--- config.mk ---
export PLATFORM = sky130hd
export DESIGN_NAME = decimal_trailing_zero_counter
export DESIGN_NICKNAME = d
export VERILOG_FILES = /design/src/rtl/core/dtzc_pkg.sv /design/src/rtl/core/dtzc_div10.sv /design/src/rtl/core/decimal_trailing_zero_counter.sv
export SDC_FILE = /design/constraint.sdc
export NUM_CORES = 1
export LEC_CHECK = 0
export ABC_AREA = 0
export BUFFER_PORTS_ARGS = -buffer_cell sky130_fd_sc_hd__buf_2
export CAP_MARGIN = 20
export CORE_AREA = 10 10 91 93
export DETAILED_ROUTE_END_ITERATION = 6
export DIE_AREA = 0 0 101 103
export HOLD_SLACK_MARGIN = 0.06
export PLACE_DENSITY = 0.7
export SETUP_SLACK_MARGIN = 0.4
export SLEW_MARGIN = 0
export SYNTH_ARGS = -nofsm -noshare
export SYNTH_HDL_FRONTEND = slang
export SYNTH_SLANG_ARGS = --single-unit
--- constraint.sdc ---
create_clock -name clock -period 5 [get_ports clock]
set_input_delay 0.75 -clock clock [delete_from_list [all_inputs] [get_ports clock]]
set_output_delay 0.75 -clock clock [all_outputs]
set_load 0.02 [all_outputs]
--- src/rtl/core/dtzc_pkg.sv ---
package dtzc_pkg;

   // width of the value that is divided
   localparam int VALUE_BITS = 32;
   // constant divisor and remainder width
   localparam int DIVISOR = 10;
   localparam int REM_BITS = 4;
   // result count width and its saturation value
   localparam int COUNT_BITS = 4;
   localparam int COUNT_MAX = 15;
   // upper bound on divisions per word
   localparam int MAX_DIVISIONS = 20;
   localparam int DIVS_BITS = $clog2(MAX_DIVISIONS + 1);
   // step counter for one bit-serial division
   localparam int STEP_BITS = (VALUE_BITS > 1) ? $clog2(VALUE_BITS) : 1;

   // control from the sequencer to the divider
   typedef struct packed {
      logic start;
      logic load;
   } div_ctrl_type;

   // status from the divider back to the sequencer
   typedef struct packed {
      logic done;
      logic rem_zero;
   } div_stat_type;

endpackage

--- src/rtl/core/dtzc_div10.sv ---
module dtzc_div10
   import dtzc_pkg::*;
(
   input  logic                  clock,
   input  logic                  reset,
   input  div_ctrl_type          ctrl,
   input  logic [VALUE_BITS-1:0] dividend,
   output div_stat_type          stat
);

   logic [VALUE_BITS-1:0] shreg_ff, shreg_in;
   logic [REM_BITS-1:0]   rem_ff, rem_in;
   logic [STEP_BITS-1:0]  step_ff, step_in;
   logic                  running_ff, running_in;
   logic                  done_ff, done_in;
   logic [REM_BITS:0]     trial;
   logic                  ge;
   logic [REM_BITS:0]     diff;

   // one restoring step: bring in the next dividend bit, subtract ten if it fits
   assign trial = {rem_ff, shreg_ff[VALUE_BITS-1]};
   assign ge    = (trial >= (REM_BITS+1)'(DIVISOR));
   assign diff  = trial - (REM_BITS+1)'(DIVISOR);

   // dividend leaves at the top, quotient bits enter at the bottom
   always_comb begin
      shreg_in   = shreg_ff;
      rem_in     = rem_ff;
      step_in    = step_ff;
      running_in = running_ff;
      done_in    = 1'b0;
      if (ctrl.start) begin
         if (ctrl.load) begin
            shreg_in = dividend;
         end
         rem_in     = '0;
         step_in    = '0;
         running_in = 1'b1;
      end else if (running_ff) begin
         if (VALUE_BITS > 1) begin
            shreg_in = {shreg_ff[VALUE_BITS-2:0], ge};
         end else begin
            shreg_in = VALUE_BITS'(ge);
         end
         rem_in  = ge ? diff[REM_BITS-1:0] : trial[REM_BITS-1:0];
         step_in = step_ff + 1'b1;
         if (step_ff == STEP_BITS'(VALUE_BITS - 1)) begin
            running_in = 1'b0;
            done_in    = 1'b1;
         end
      end
   end

   // control state
   always_ff @(posedge clock) begin
      if (reset) begin
         running_ff <= 1'b0;
         done_ff    <= 1'b0;
         step_ff    <= '0;
      end else begin
         running_ff <= running_in;
         done_ff    <= done_in;
         step_ff    <= step_in;
      end
   end

   // datapath
   always_ff @(posedge clock) begin
      shreg_ff <= shreg_in;
      rem_ff   <= rem_in;
   end

   assign stat.done     = done_ff;
   assign stat.rem_zero = (rem_ff == '0);

endmodule

--- src/rtl/core/decimal_trailing_zero_counter.sv ---
// Decimal trailing zero counter.
// Input channel: drive req_value and raise start; the word is taken at the
// rising edge where start is high and busy is low. busy stays high while a
// word is being worked on.
// Result channel: rsp_valid pulses for one cycle with rsp_zero_count and
// rsp_input_was_zero. The receiver cannot stall; the result must be taken
// in that cycle.
// A zero word returns count 0 with rsp_input_was_zero set, in the cycle
// after it is taken. Any other word runs repeated bit-serial divisions by
// ten in one shared divider, one quotient bit per cycle; each division
// runs 32 steps, then its remainder is checked. With k trailing zeros the
// result shows after k+1 divisions. The next word can be taken in the cycle
// the result shows. The divider's shift register is the rate limit.
// Reset (synchronous, active high) returns to idle and drops any word in
// progress without a result.
module decimal_trailing_zero_counter
   import dtzc_pkg::*;
(
   input  logic                  clock,
   input  logic                  reset,
   input  logic                  start,
   output logic                  busy,
   input  logic [VALUE_BITS-1:0] req_value,
   output logic                  rsp_valid,
   output logic [COUNT_BITS-1:0] rsp_zero_count,
   output logic                  rsp_input_was_zero
);

   typedef enum logic {
      ST_IDLE,
      ST_DIVIDE
   } state_type;

   state_type             state_ff;
   logic [COUNT_BITS-1:0] count_ff;
   logic [DIVS_BITS-1:0]  divs_ff;
   logic                  rsp_valid_ff;
   logic [COUNT_BITS-1:0] rsp_count_ff;
   logic                  rsp_zero_ff;
   logic                  accept;
   logic [COUNT_BITS-1:0] count_inc;
   logic [DIVS_BITS-1:0]  divs_inc;
   div_ctrl_type          div_ctrl;
   div_stat_type          div_stat;

   assign accept = start && (state_ff == ST_IDLE);

   // saturating count of zero remainders, and divisions done so far
   assign count_inc = (count_ff == COUNT_BITS'(COUNT_MAX)) ? count_ff : count_ff + 1'b1;
   assign divs_inc  = divs_ff + 1'b1;

   // divider commands: load a fresh word, or divide the last quotient again
   always_comb begin
      div_ctrl.start = 1'b0;
      div_ctrl.load  = 1'b0;
      if (accept && (req_value != '0)) begin
         div_ctrl.start = 1'b1;
         div_ctrl.load  = 1'b1;
      end else if (state_ff == ST_DIVIDE && div_stat.done && div_stat.rem_zero
                   && divs_inc != DIVS_BITS'(MAX_DIVISIONS)) begin
         div_ctrl.start = 1'b1;
      end
   end

   dtzc_div10 u_div (
      .clock    (clock),
      .reset    (reset),
      .ctrl     (div_ctrl),
      .dividend (req_value),
      .stat     (div_stat)
   );

   // sequencer with registered result
   always_ff @(posedge clock) begin
      if (reset) begin
         state_ff     <= ST_IDLE;
         count_ff     <= '0;
         divs_ff      <= '0;
         rsp_valid_ff <= 1'b0;
         rsp_count_ff <= '0;
         rsp_zero_ff  <= 1'b0;
      end else begin
         rsp_valid_ff <= 1'b0;
         unique case (state_ff)
            ST_IDLE: begin
               if (accept) begin
                  count_ff <= '0;
                  divs_ff  <= '0;
                  if (req_value == '0) begin
                     rsp_valid_ff <= 1'b1;
                     rsp_count_ff <= '0;
                     rsp_zero_ff  <= 1'b1;
                  end else begin
                     state_ff <= ST_DIVIDE;
                  end
               end
            end
            ST_DIVIDE: begin
               if (div_stat.done) begin
                  divs_ff <= divs_inc;
                  if (div_stat.rem_zero) begin
                     count_ff <= count_inc;
                  end
                  // stop at the first nonzero remainder or at the division limit
                  if (!div_stat.rem_zero || divs_inc == DIVS_BITS'(MAX_DIVISIONS)) begin
                     state_ff     <= ST_IDLE;
                     rsp_valid_ff <= 1'b1;
                     rsp_count_ff <= div_stat.rem_zero ? count_inc : count_ff;
                     rsp_zero_ff  <= 1'b0;
                  end
               end
            end
            default: begin
               state_ff <= ST_IDLE;
            end
         endcase
      end
   end

   assign busy               = (state_ff != ST_IDLE);
   assign rsp_valid          = rsp_valid_ff;
   assign rsp_zero_count     = rsp_count_ff;
   assign rsp_input_was_zero = rsp_zero_ff;

endmodule

# --- Word level (Yosys, flattened, before mapping) ---
# Index checks and enable logic that the tools add are counted.
word_totals:
  out_inout_bits: 7
  mem_bits_rw: 0
  in_bits: 35
  wordCells: 82
  regBits: 59
  n_memories: 0
  rom_bits: 0
  latchBits: 0
op_classes:
  n_bitwise: 2
  eq_ne: 9
  addsub: 4
  order_cmp: 1
  n_shift: 0
  div_mod_pow: 0
  n_mul: 0
  muxes: 39
  reduce_logical: 16
op_table:
  columns: ["operator", "n"]
  rows:
  - ["$mux W32", 3]
  - ["$mux W4", 9]
  - ["$logic_not A32 Y1", 1]
  - ["$reduce_bool A32 Y1", 1]
  - ["$mux W1", 19]
  - ["$pmux W4 S2", 2]
  - ["$add A5 B1 Y5 const B", 2]
  - ["$eq A5 B5 Y1 const B", 2]
  - ["$mux W5", 2]
  - ["$pmux W5 S2", 1]
  - ["$ne A2 B1 Y1 const B", 3]
  - ["$pmux W1 S2", 3]
  - ["$ge A5 B4 Y1 const B", 1]
  - ["$logic_and A1 B1 Y1", 5]
  - ["$ne A5 B5 Y1 const B", 1]
  - ["$add A4 B1 Y4 const B", 1]
  - ["$eq A4 B4 Y1 const B", 1]
  - ["$logic_not A4 Y1", 1]
  - ["$ne A2 B2 Y1 const B", 2]
  - ["$reduce_and A2 Y1", 2]
  - ["$reduce_and A4 Y1", 1]
  - ["$sub A4 B4 Y4 const B", 1]
  - ["$reduce_or A3 Y1", 1]
  - ["$not A1 Y1", 2]
  - ["4 further kinds", 4]

# --- Logic depth before layout (Yosys ltp) ---
# Gate-level depths: netlist of the first run.
depth:
  depth_word: 7
  mapped_depth: 7
  depth_no_buf: 7

# --- Modules after synthesis ---
# Synthesis of the first run repeated with hierarchy kept, for this count alone.
unflattened:
  hier_cells: 232
  hier_area_um2: 2805.2
modules_own_cells:
  columns: ["module", "n_inst", "area_each_um2", "seq_area_each_um2", "cells_each"]
  rows:
  - ["dtzc_div10", 1, 1883.1, 1181.1, 126]
  - ["decimal_trailing_zero_counter", 1, 922.1, 320.3, 106]

# --- Worst setup path before layout of the first run ---
# No wires, ideal clock.
synth_timing:
  kind: "input-to-reg"
  startpoint: "input req_value[27]"
  endpoint: "register u_div.shreg_ff[0], enable pin"
  stages: 4
  path_buffers: 0
  setup_ps: 466
  t_required_ps: 4534
  arrival_time_ps: 3263
  path_slack_ps: 1271
  cell_sequence: "nor4_1 -> nand2_1 -> nor4_4 -> o21ai_0"
synth_via:
  elab_chain_cells: 5
  elab_cells_between_ends: 7
  classes_between: "eq/ne (1); mux (2); reduce/logical (4)"
synth_rtl:
  columns: ["item", "line_no", "text"]
  rows:
  - ["start: declaration", "decimal_trailing_zero_counter.sv:23", "input logic [VALUE_BITS-1:0] req_value,"]
  - ["$reduce_bool A32 Y1 *", "decimal_trailing_zero_counter.sv:56", "if (accept && (req_value != '0)) begin"]
  - ["$logic_and A1 B1 Y1 *", "decimal_trailing_zero_counter.sv:56", null]
  - ["$mux W1", "decimal_trailing_zero_counter.sv:56", null]
  - ["$ne A2 B2 Y1 (no source line) or $reduce_bool A2 Y1 (tied branches)", null, null]
  - ["$reduce_and A2 Y1 (no source line) *", null, null]
  - ["end signal: assignment", "dtzc_div10.sv:69", "shreg_ff <= shreg_in;"]
  - ["end: declaration", "dtzc_div10.sv:11", "logic [VALUE_BITS-1:0] shreg_ff, shreg_in;"]
# Mark *: on every way between the ends. The rest lies on a longest branch, timed or not.
# A chain may end at the register's enable or synchronous reset.

# --- Worst setup path in the final report of the first run ---
layout_timing:
  startpoint: "register u_div.rem_ff[0]"
  endpoint: "register u_div.shreg_ff[18], data pin"
layout_via:
  elab_chain_cells: 6
layout_rtl:
  columns: ["item", "line_no", "text"]
  rows:
  - ["start: declaration", "dtzc_div10.sv:12", "logic [REM_BITS-1:0] rem_ff, rem_in;"]
  - ["start signal: assignment", "dtzc_div10.sv:70", "rem_ff <= rem_in;"]
  - ["$logic_not A4 Y1", "dtzc_div10.sv:74", "assign stat.rem_zero = (rem_ff == '0);"]
  - ["$logic_and A1 B1 Y1", "decimal_trailing_zero_counter.sv:59", "end else if (state_ff == ST_DIVIDE && div_stat.done && div_stat.rem_zero"]
  - ["$logic_and A1 B1 Y1", "decimal_trailing_zero_counter.sv:60", "&& divs_inc != DIVS_BITS'(MAX_DIVISIONS)) begin"]
  - ["$mux W1", "decimal_trailing_zero_counter.sv:59", null]
  - ["$mux W1", "decimal_trailing_zero_counter.sv:56", null]
  - ["$mux W32", "dtzc_div10.sv:32", "if (ctrl.start) begin"]
  - ["named net u_div.shreg_in[18]", "dtzc_div10.sv:11", null]
# The timed path passes the listed nets, and every way through them passes these cells.

==> results of run 1 <==
worst register-to-register path: cells and delay by family (launching register included):
family | cells | cell delay, ns
AO/OA/AOI/OAI | 1 | 0.31
adder cells (fa/ha/maj) | 1 | 0.17
buffers and inverters | 2 | 0.58
flip-flops | 1 | 0.32
multiplexers | 1 | 0.39
AND/OR/NAND/NOR | 2 | 0.75
state kept, by name, summed over array words and instances (netlist names):
signal,cells
u_div.shreg_ff,32
divs_ff,5
busy,1
rsp_valid,1
u_div.rem_ff,4
u_div.step_ff,5
rsp_input_was_zero,1
u_div.done_ff,1
u_div.running_ff,1
count_ff,4
rsp_zero_count,4
worst max path at each step:
stage                                  from                      endpoint  cells past startpoint
2_1_floorplan                 req_value[27]   u_div.shreg_ff[0]$_DFFE_PP_                      4
3_3_place_gp                  req_value[25]  u_div.shreg_ff[23]$_DFFE_PP_                      7
3_5_place_dp                  req_value[25]  u_div.shreg_ff[22]$_DFFE_PP_                      7
4_1_cts        u_div.rem_ff[0]$_SDFFE_PP0P_  u_div.shreg_ff[18]$_DFFE_PP_                      7
5_1_grt        u_div.rem_ff[0]$_SDFFE_PP0P_  u_div.shreg_ff[18]$_DFFE_PP_                      7
6_report       u_div.rem_ff[0]$_SDFFE_PP0P_  u_div.shreg_ff[18]$_DFFE_PP_                      7
power by group through the flow:
stage | Clock, W | Combinational [W] | Sequential [W]
3_5_place_dp | 0 | 0.000131 | 0.000585
2_1_floorplan | 0 | 0.000102 | 0.000580
5_1_grt | 0.000513 | 0.000145 | 0.000581
3_3_place_gp | 0 | 0.000129 | 0.000586
6_report | 0.000475 | 0.000132 | 0.000576
4_1_cts | 0.000487 | 0.000133 | 0.000576
stage by stage:
stage	hold slack (ns)	area [sq um]	total power, W
floorplan	0.454	2820	0.000682
global placement	0.445	3090	0.000715
detailed placement	0.450	3090	0.000717
CTS	0.461	3310	0.00120
global route	0.484	3310	0.00124
finish	0.456	3310	0.00118
kinds of logic (layout without fill, tap and decap cells):
logic type      Yosys count  after routing  share of synthesized area [%]
compound gates           25             25                           6.13
xor+xnor                  5              5                           1.55
fa+ha+maj                 6              6                           2.66
buf+inv                  11             62                           2.35
flops                    59             59                           53.3
mux                      41             41                           19.8
simple gates             71             71                           14.2
per-layer routing:
| layer | GRT usage, % | share of wire (%) | vias up |
|---|---|---|---|
| met5 | 0 | 0 | - |
| met4 | 3.54 | 1.2 | 0 |
| met2 | 16.2 | 43 | 47 |
| met1 | 14.9 | 48 | 853 |
| li1 | - | - | 918 |
| met3 | 6.03 | 7.9 | 7 |
cells in the final DEF, fill, tap and decap left out, drive strengths merged, types with 3 or more instances in the layout:
master,n
nand3,7
buf,43
nor3,7
dfxtp,27
a21oi,9
xor2,3
nor2,12
inv,3
clkbuf,11
mux2i,9
o2bb2ai,4
nand4,5
nor4,10
mux2,32
ha,6
nand2b,4
nand2,13
edfxtp,32
o21ai,5
synth_stat cells:
cell / instances
a211o_1: 1
a22oi_1: 1
o21ba_2: 1
nor2b_1: 2
o21a_1: 2
o21ai_4: 1
or2_2: 1
nor3_1: 7
xnor2_1: 2
a31oi_1: 1
and2_1: 1
nor4_4: 1
ha_1: 6
or3_4: 1
a21oi_1: 9
nand2_1: 13
or3b_1: 1
or3b_2: 1
nand3_1: 7
dfxtp_1: 27
o2bb2ai_1: 4
inv_1: 3
o21ai_0: 4
edfxtp_1: 32
mux2_2: 3
or4_1: 1
nor4bb_1: 2
a2bb2oi_1: 1
nor3b_1: 1
and3_1: 1
clkbuf_1: 3
nand2b_1: 4
nand4_1: 5
xor2_1: 3
buf_6: 3
nor2_1: 12
mux2i_1: 9
nand3b_1: 1
buf_2: 2
mux2_4: 29
nor4_1: 9
final cells by class:
type / count / area [sq um]
well taps: 80 / 100
fillers: 578 / 3260
multi-input cells: 148 / 1250
flip-flops and latches: 59 / 1500
repair buffers: 43 / 220
inverters: 3 / 11.3
clock buffers: 11 / 141
clock inverters: 5 / 76.3
==> results.md, run 1 <==
* Outcome: finished clean
* Post-synthesis sequential area ratio at 53.3%
* RSZ-0062 raised after global routing: no
* Crit Path Max Fanout at 23
* Tot GR Track Use at 11.5%
* Fin. Hold Viols at 0
* Initial Util at 42.9%
* Synth area leader: edfxtp_1
* Period utilization at 55.3%
* Slowest stage cell, crit path: buf_4
* Seq pwr share at 48.7%
* Synthesized netlist cell count at 218
* Layout Skew at 0.0120 ns
* # setup viols final at 0
* GRT overflow at 0
* Post_cts resized at 0
* Hold Startpoint: rsp_input_was_zero$_SDFFE_PP0P_
* Diodes inserted at 0
* Post-synthesis net count at 259
* Yosys reg bits at 59
* Clk sink count at 59
* WHS Path Cells at 2
* Final core occ at 50.3%
* Dpl hpwl at 3860 um
* Final slew viol count at 0
* Worst endpoint required time at 5.09 ns
* Int Power at 0.000923 W
* Slew HR at 44.7%
* Core area at 0.00657 sq mm
* Comb pwr share at 11.1%
* Largest buffer count on any clock path at 2
* Drt wl/cell at 15.8 um
* Critical path type: flop to flop
* CP cell instances: inv_1, ha_1, or3b_1, or3_4, o21ai_4, buf_4, mux2_2
* # IOs at 42
* CTS buffer count at 9
* Post-placement setup slack at 2.00 ns
* Final #Nets at 305
* Area contributors post-synth: edfxtp_1, dfxtp_1, mux2_4
* Drt drc at 0
* Reg-to-reg slack, setup at 2.24 ns
* H-tree Lvls at 3
* Share of the synthesized area in the top cell type at 34.1%
* Worst-Skew Late Latency at 0.34 ns
* Critical Path Source Type: flop
* Min Clock Period, post-route at 2.76 ns
* Vias/cell at 5.23
* GP Congestion at 0.815
* Non-Filler Instances at 349
* Site Rows at 30
* Die area at 0.0104 sq mm
* Post-CTS setup buffers at 0
* Pwr dens at 358 mW/mm^2
* Largest net degree at the start of global routing at 33
* Post-Syn Area at 0.00282 sq mm
* Crit-path leading delay family: simple AND/OR/NAND/NOR gates
* Crit path buf inv count at 2
* Clock-pin slew on the worst setup and hold paths at 0.06 ns
* WHS Endpoint: rsp_input_was_zero$_SDFFE_PP0P_
* Clock group share of total power at 40.2%
* Routed WL at 5520 um
* 1st-iter DRT viols at 58
* Global-route wire length before repair at 9410 um
* HP Class: flop to flop
* Leak Pwr at 1.34 nW
* Unique masters post-synth at 41
* Crit path arrival time at 2.85 ns
* Die Ht at 103 um
* Worst r2r path cells at 7
* CTS tree: yes
* Psw at 0.000259 W
* Vias at 1825
* Yosys warning count at 0
* Least-Margin Pin Slew at 0.826 ns
* DRT Pass-1 Iters at 4
* Worst path max stage delay at 0.47 ns
* Die Wd at 101 um
* Endpoint class of the critical path: flop
* Share of layout cells above drive strength 1 at 35.7%
* Final setup TNS at 0 ns
* Worst r2r src: u_div.rem_ff[0]$_SDFFE_PP0P_
* Placed Instances at 333
* Switching Fraction at 21.9%
* DRT antenna net count at 0
* Antenna violations before repair at 0
* Vias in the first global route at 1931
* Syn Area/Cell at 12.9 sq um
* Reg-to-reg critical path endpoint: u_div.shreg_ff[18]$_DFFE_PP_
* # Max-Cap Violations at 0
* Root Driver: clkbuf_8
* Area grow syn2layout at 17.3%
* PnR worst setup slack at 2.24 ns
* Maximum vdd drop at 0.247 mV
* Hold buffer count at CTS at 0
* Max frequency at 362 MHz
* PortBufs at 41
No activity file was read; power rests on OpenSTA's default activity.
==> run 2, diff against run 1 <==
--- a/config.mk
+++ b/config.mk
@@ -12,7 +12,7 @@
 export DETAILED_ROUTE_END_ITERATION = 6
 export DIE_AREA = 0 0 101 103
 export HOLD_SLACK_MARGIN = 0.06
-export PLACE_DENSITY = 0.7
+export PLACE_DENSITY = 0.72
 export SETUP_SLACK_MARGIN = 0.4
 export SLEW_MARGIN = 0
 export SYNTH_ARGS = -nofsm -noshare
==> constraint.sdc (replaced) <==
create_clock -name clock -period 2.3 [get_ports clock]
set_input_delay 0.345 -clock clock [delete_from_list [all_inputs] [get_ports clock]]
set_output_delay 0.345 -clock clock [all_outputs]
set_load 0.02 [all_outputs]
==> results.md, run 2 (synthesized netlist as in run 1, its figures left out) <==
* Hold Startpoint: start
* Tot GR Track Use at 12.5%
* # Max-Cap Violations at 0
* Int Power at 0.00186 W
* Crit path arrival time at 2.32 ns
* Slew HR at 61.3%
* Layout fillers at 529
* Placed Instances at 340
* Critical Path Source Type: flop
* Total power at 0.00245 W
* Non-Filler Instances at 375
* Layout Skew at 0.00928 ns
* Die Wd at 101 um
* Initial Util at 42.9%
* Fin. Hold Viols at 0
* Most frequent cells in the layout: buf_2, mux2_4, edfxtp_1
* Seq pwr share at 51.1%
* Leak Pwr at 1.53 nW
* Core area at 0.00657 sq mm
* Worst endpoint required time at 2.38 ns
* Largest net degree at the start of global routing at 33
* Outcome: finished clean
* GP Congestion at 0.782
* 1st-iter DRT viols at 101
* Clock group share of total power at 31.0%
* Final slew viol count at 0
* Dpl hpwl at 4110 um
* Max frequency at 446 MHz
* DRT Pass-1 Iters at 4
* Psw at 0.000588 W
* H-tree Lvls at 3
* # IOs at 42
* Hold buffer count at CTS at 0
* PortBufs at 41
* Commonest non-fill, non-tap cell in the layout: buf_2
* Comb pwr share at 17.9%
* Maximum vdd drop at 0.359 mV
* Drt drc at 0
* Share of layout cells above drive strength 1 at 46.1%
* Vias at 1993
* Largest buffer count on any clock path at 2
* Diodes inserted at 0
* Min Clock Period, post-route at 2.24 ns
* Least-Margin Pin Slew at 0.574 ns
* Biggest regs: u_div.shreg_ff (32), divs_ff (5), u_div.step_ff (5)
* Worst-Skew Late Latency at 0.33 ns
* DRT antenna net count at 0
* Pwr dens at 655 mW/mm^2
* Clk sink count at 59
* Site Rows at 30
* CTS tree: yes
* Clock-pin slew on the worst setup and hold paths at 0.07 ns
* # setup viols final at 0
* Crit Path Max Fanout at 8
* Worst r2r src: u_div.rem_ff[0]$_SDFFE_PP0P_
* Final #Nets at 331
* Antenna violations before repair at 0
* GRT overflow at 0
* Critical path type: flop to flop
* Routed WL at 6330 um
* Endpoint class of the critical path: flop
* RSZ-0062 raised after global routing: yes
* Area grow syn2layout at 32.4%
* Vias/cell at 5.31
* Die Ht at 103 um
* Max FFs per register at 32
* Die area at 0.0104 sq mm
* Vias in the first global route at 2114
* CTS buffer count at 9
* Global-route wire length before repair at 10300 um
* Drt wl/cell at 16.9 um
* Root Driver: clkbuf_8
* HP Class: primary input to flop
* Final setup TNS at 0 ns
* Period utilization at 97.4%
* Critical Path Source: u_div.rem_ff[0]$_SDFFE_PP0P_
* Switching Fraction at 24.1%
* Largest register by flop count: u_div.shreg_ff
## run 2: changes by cell type in the layout (fill, tap and decap cells not counted), sizes merged
| cell | previous run | this run |
|---|---|---|
| clkinvlp | 1 | 0 |
| clkinv | 2 | 4 |
| bufinv | 2 | 0 |
| clkbuf | 11 | 14 |
| buf | 43 | 67 |
## run 2: metrics by stage
stage	utilization, %	area (sq um)	hold slack, ns	setup slack [ns]
6_report	56.8	3730	0.281	0.0587
5_1_grt	56.8	3730	0.296	-0.00227
4_1_cts	53.6	3520	0.269	0.0801
3_5_place_dp	48.6	3190	0.443	0.0738
3_3_place_gp	48.6	3190	0.443	0.104
2_1_floorplan	-	2820	0.454	0.186
## run 2: layout make-up
| cell class | instances | area [sq um] | share of cell area (%) |
|---|---|---|---|
| Sequential cell | 59 | 1500 | 40.3 |
| Multi-Input combinational cell | 148 | 1370 | 36.8 |
| Timing Repair Buffer | 69 | 592 | 15.9 |
| Clock buffer | 12 | 135 | 3.62 |
| Tap cell | 80 | 100 | 2.68 |
| Clock inverter | 4 | 17.5 | 0.469 |
| Inverter | 3 | 11.3 | 0.302 |
## run 2: what timing repair did
| action | 4_1_cts | 5_1_grt |
|---|---|---|
| resized for setup | 11 | 26 |
| pin swaps | 2 | 11 |
| buffers inserted | 10 | 4 |
| setup endpoints to repair | 68 | 79 |
| cloned | 2 | 3 |
## run 2: metal layers
layer	up-vias	wire length, um	track usage, %
li1	963	-	-
met4	0	100	6.22
met2	43	2900	19.4
met1	976	3000	15.6
met5	-	0	0
met3	11	336	3.22
## run 2: worst paths after layout
check	endpoint	slack (ns)	cells past startpoint
max reg2reg	u_div.shreg_ff[12]$_DFFE_PP_	0.06	8
max	u_div.shreg_ff[12]$_DFFE_PP_	0.06	8
min	busy$_SDFF_PP0_	0.28	3
min reg2reg	rsp_zero_count[2]$_SDFFE_PP0P_	0.46	1
## run 2: power groups by stage
| stage | Clock [W] | Sequential, W | Combinational (W) |
|---|---|---|---|
| after global placement | 0 | 0.00127 | 0.000314 |
| after CTS | 0.000777 | 0.00125 | 0.000378 |
| after global routing | 0.000814 | 0.00126 | 0.000472 |
| final | 0.000759 | 0.00125 | 0.000437 |
| after floorplan | 0 | 0.00126 | 0.000223 |
| after detailed placement | 0 | 0.00127 | 0.000321 |
## run 2: critical path: stages (launching register included)
cell	delay, ns
dfxtp_2	0.32
inv_2	0.08
ha_4	0.13
or3b_4	0.36
or3_4	0.39
o21ai_4	0.12
buf_6	0.16
buf_16	0.13
mux2_4	0.30
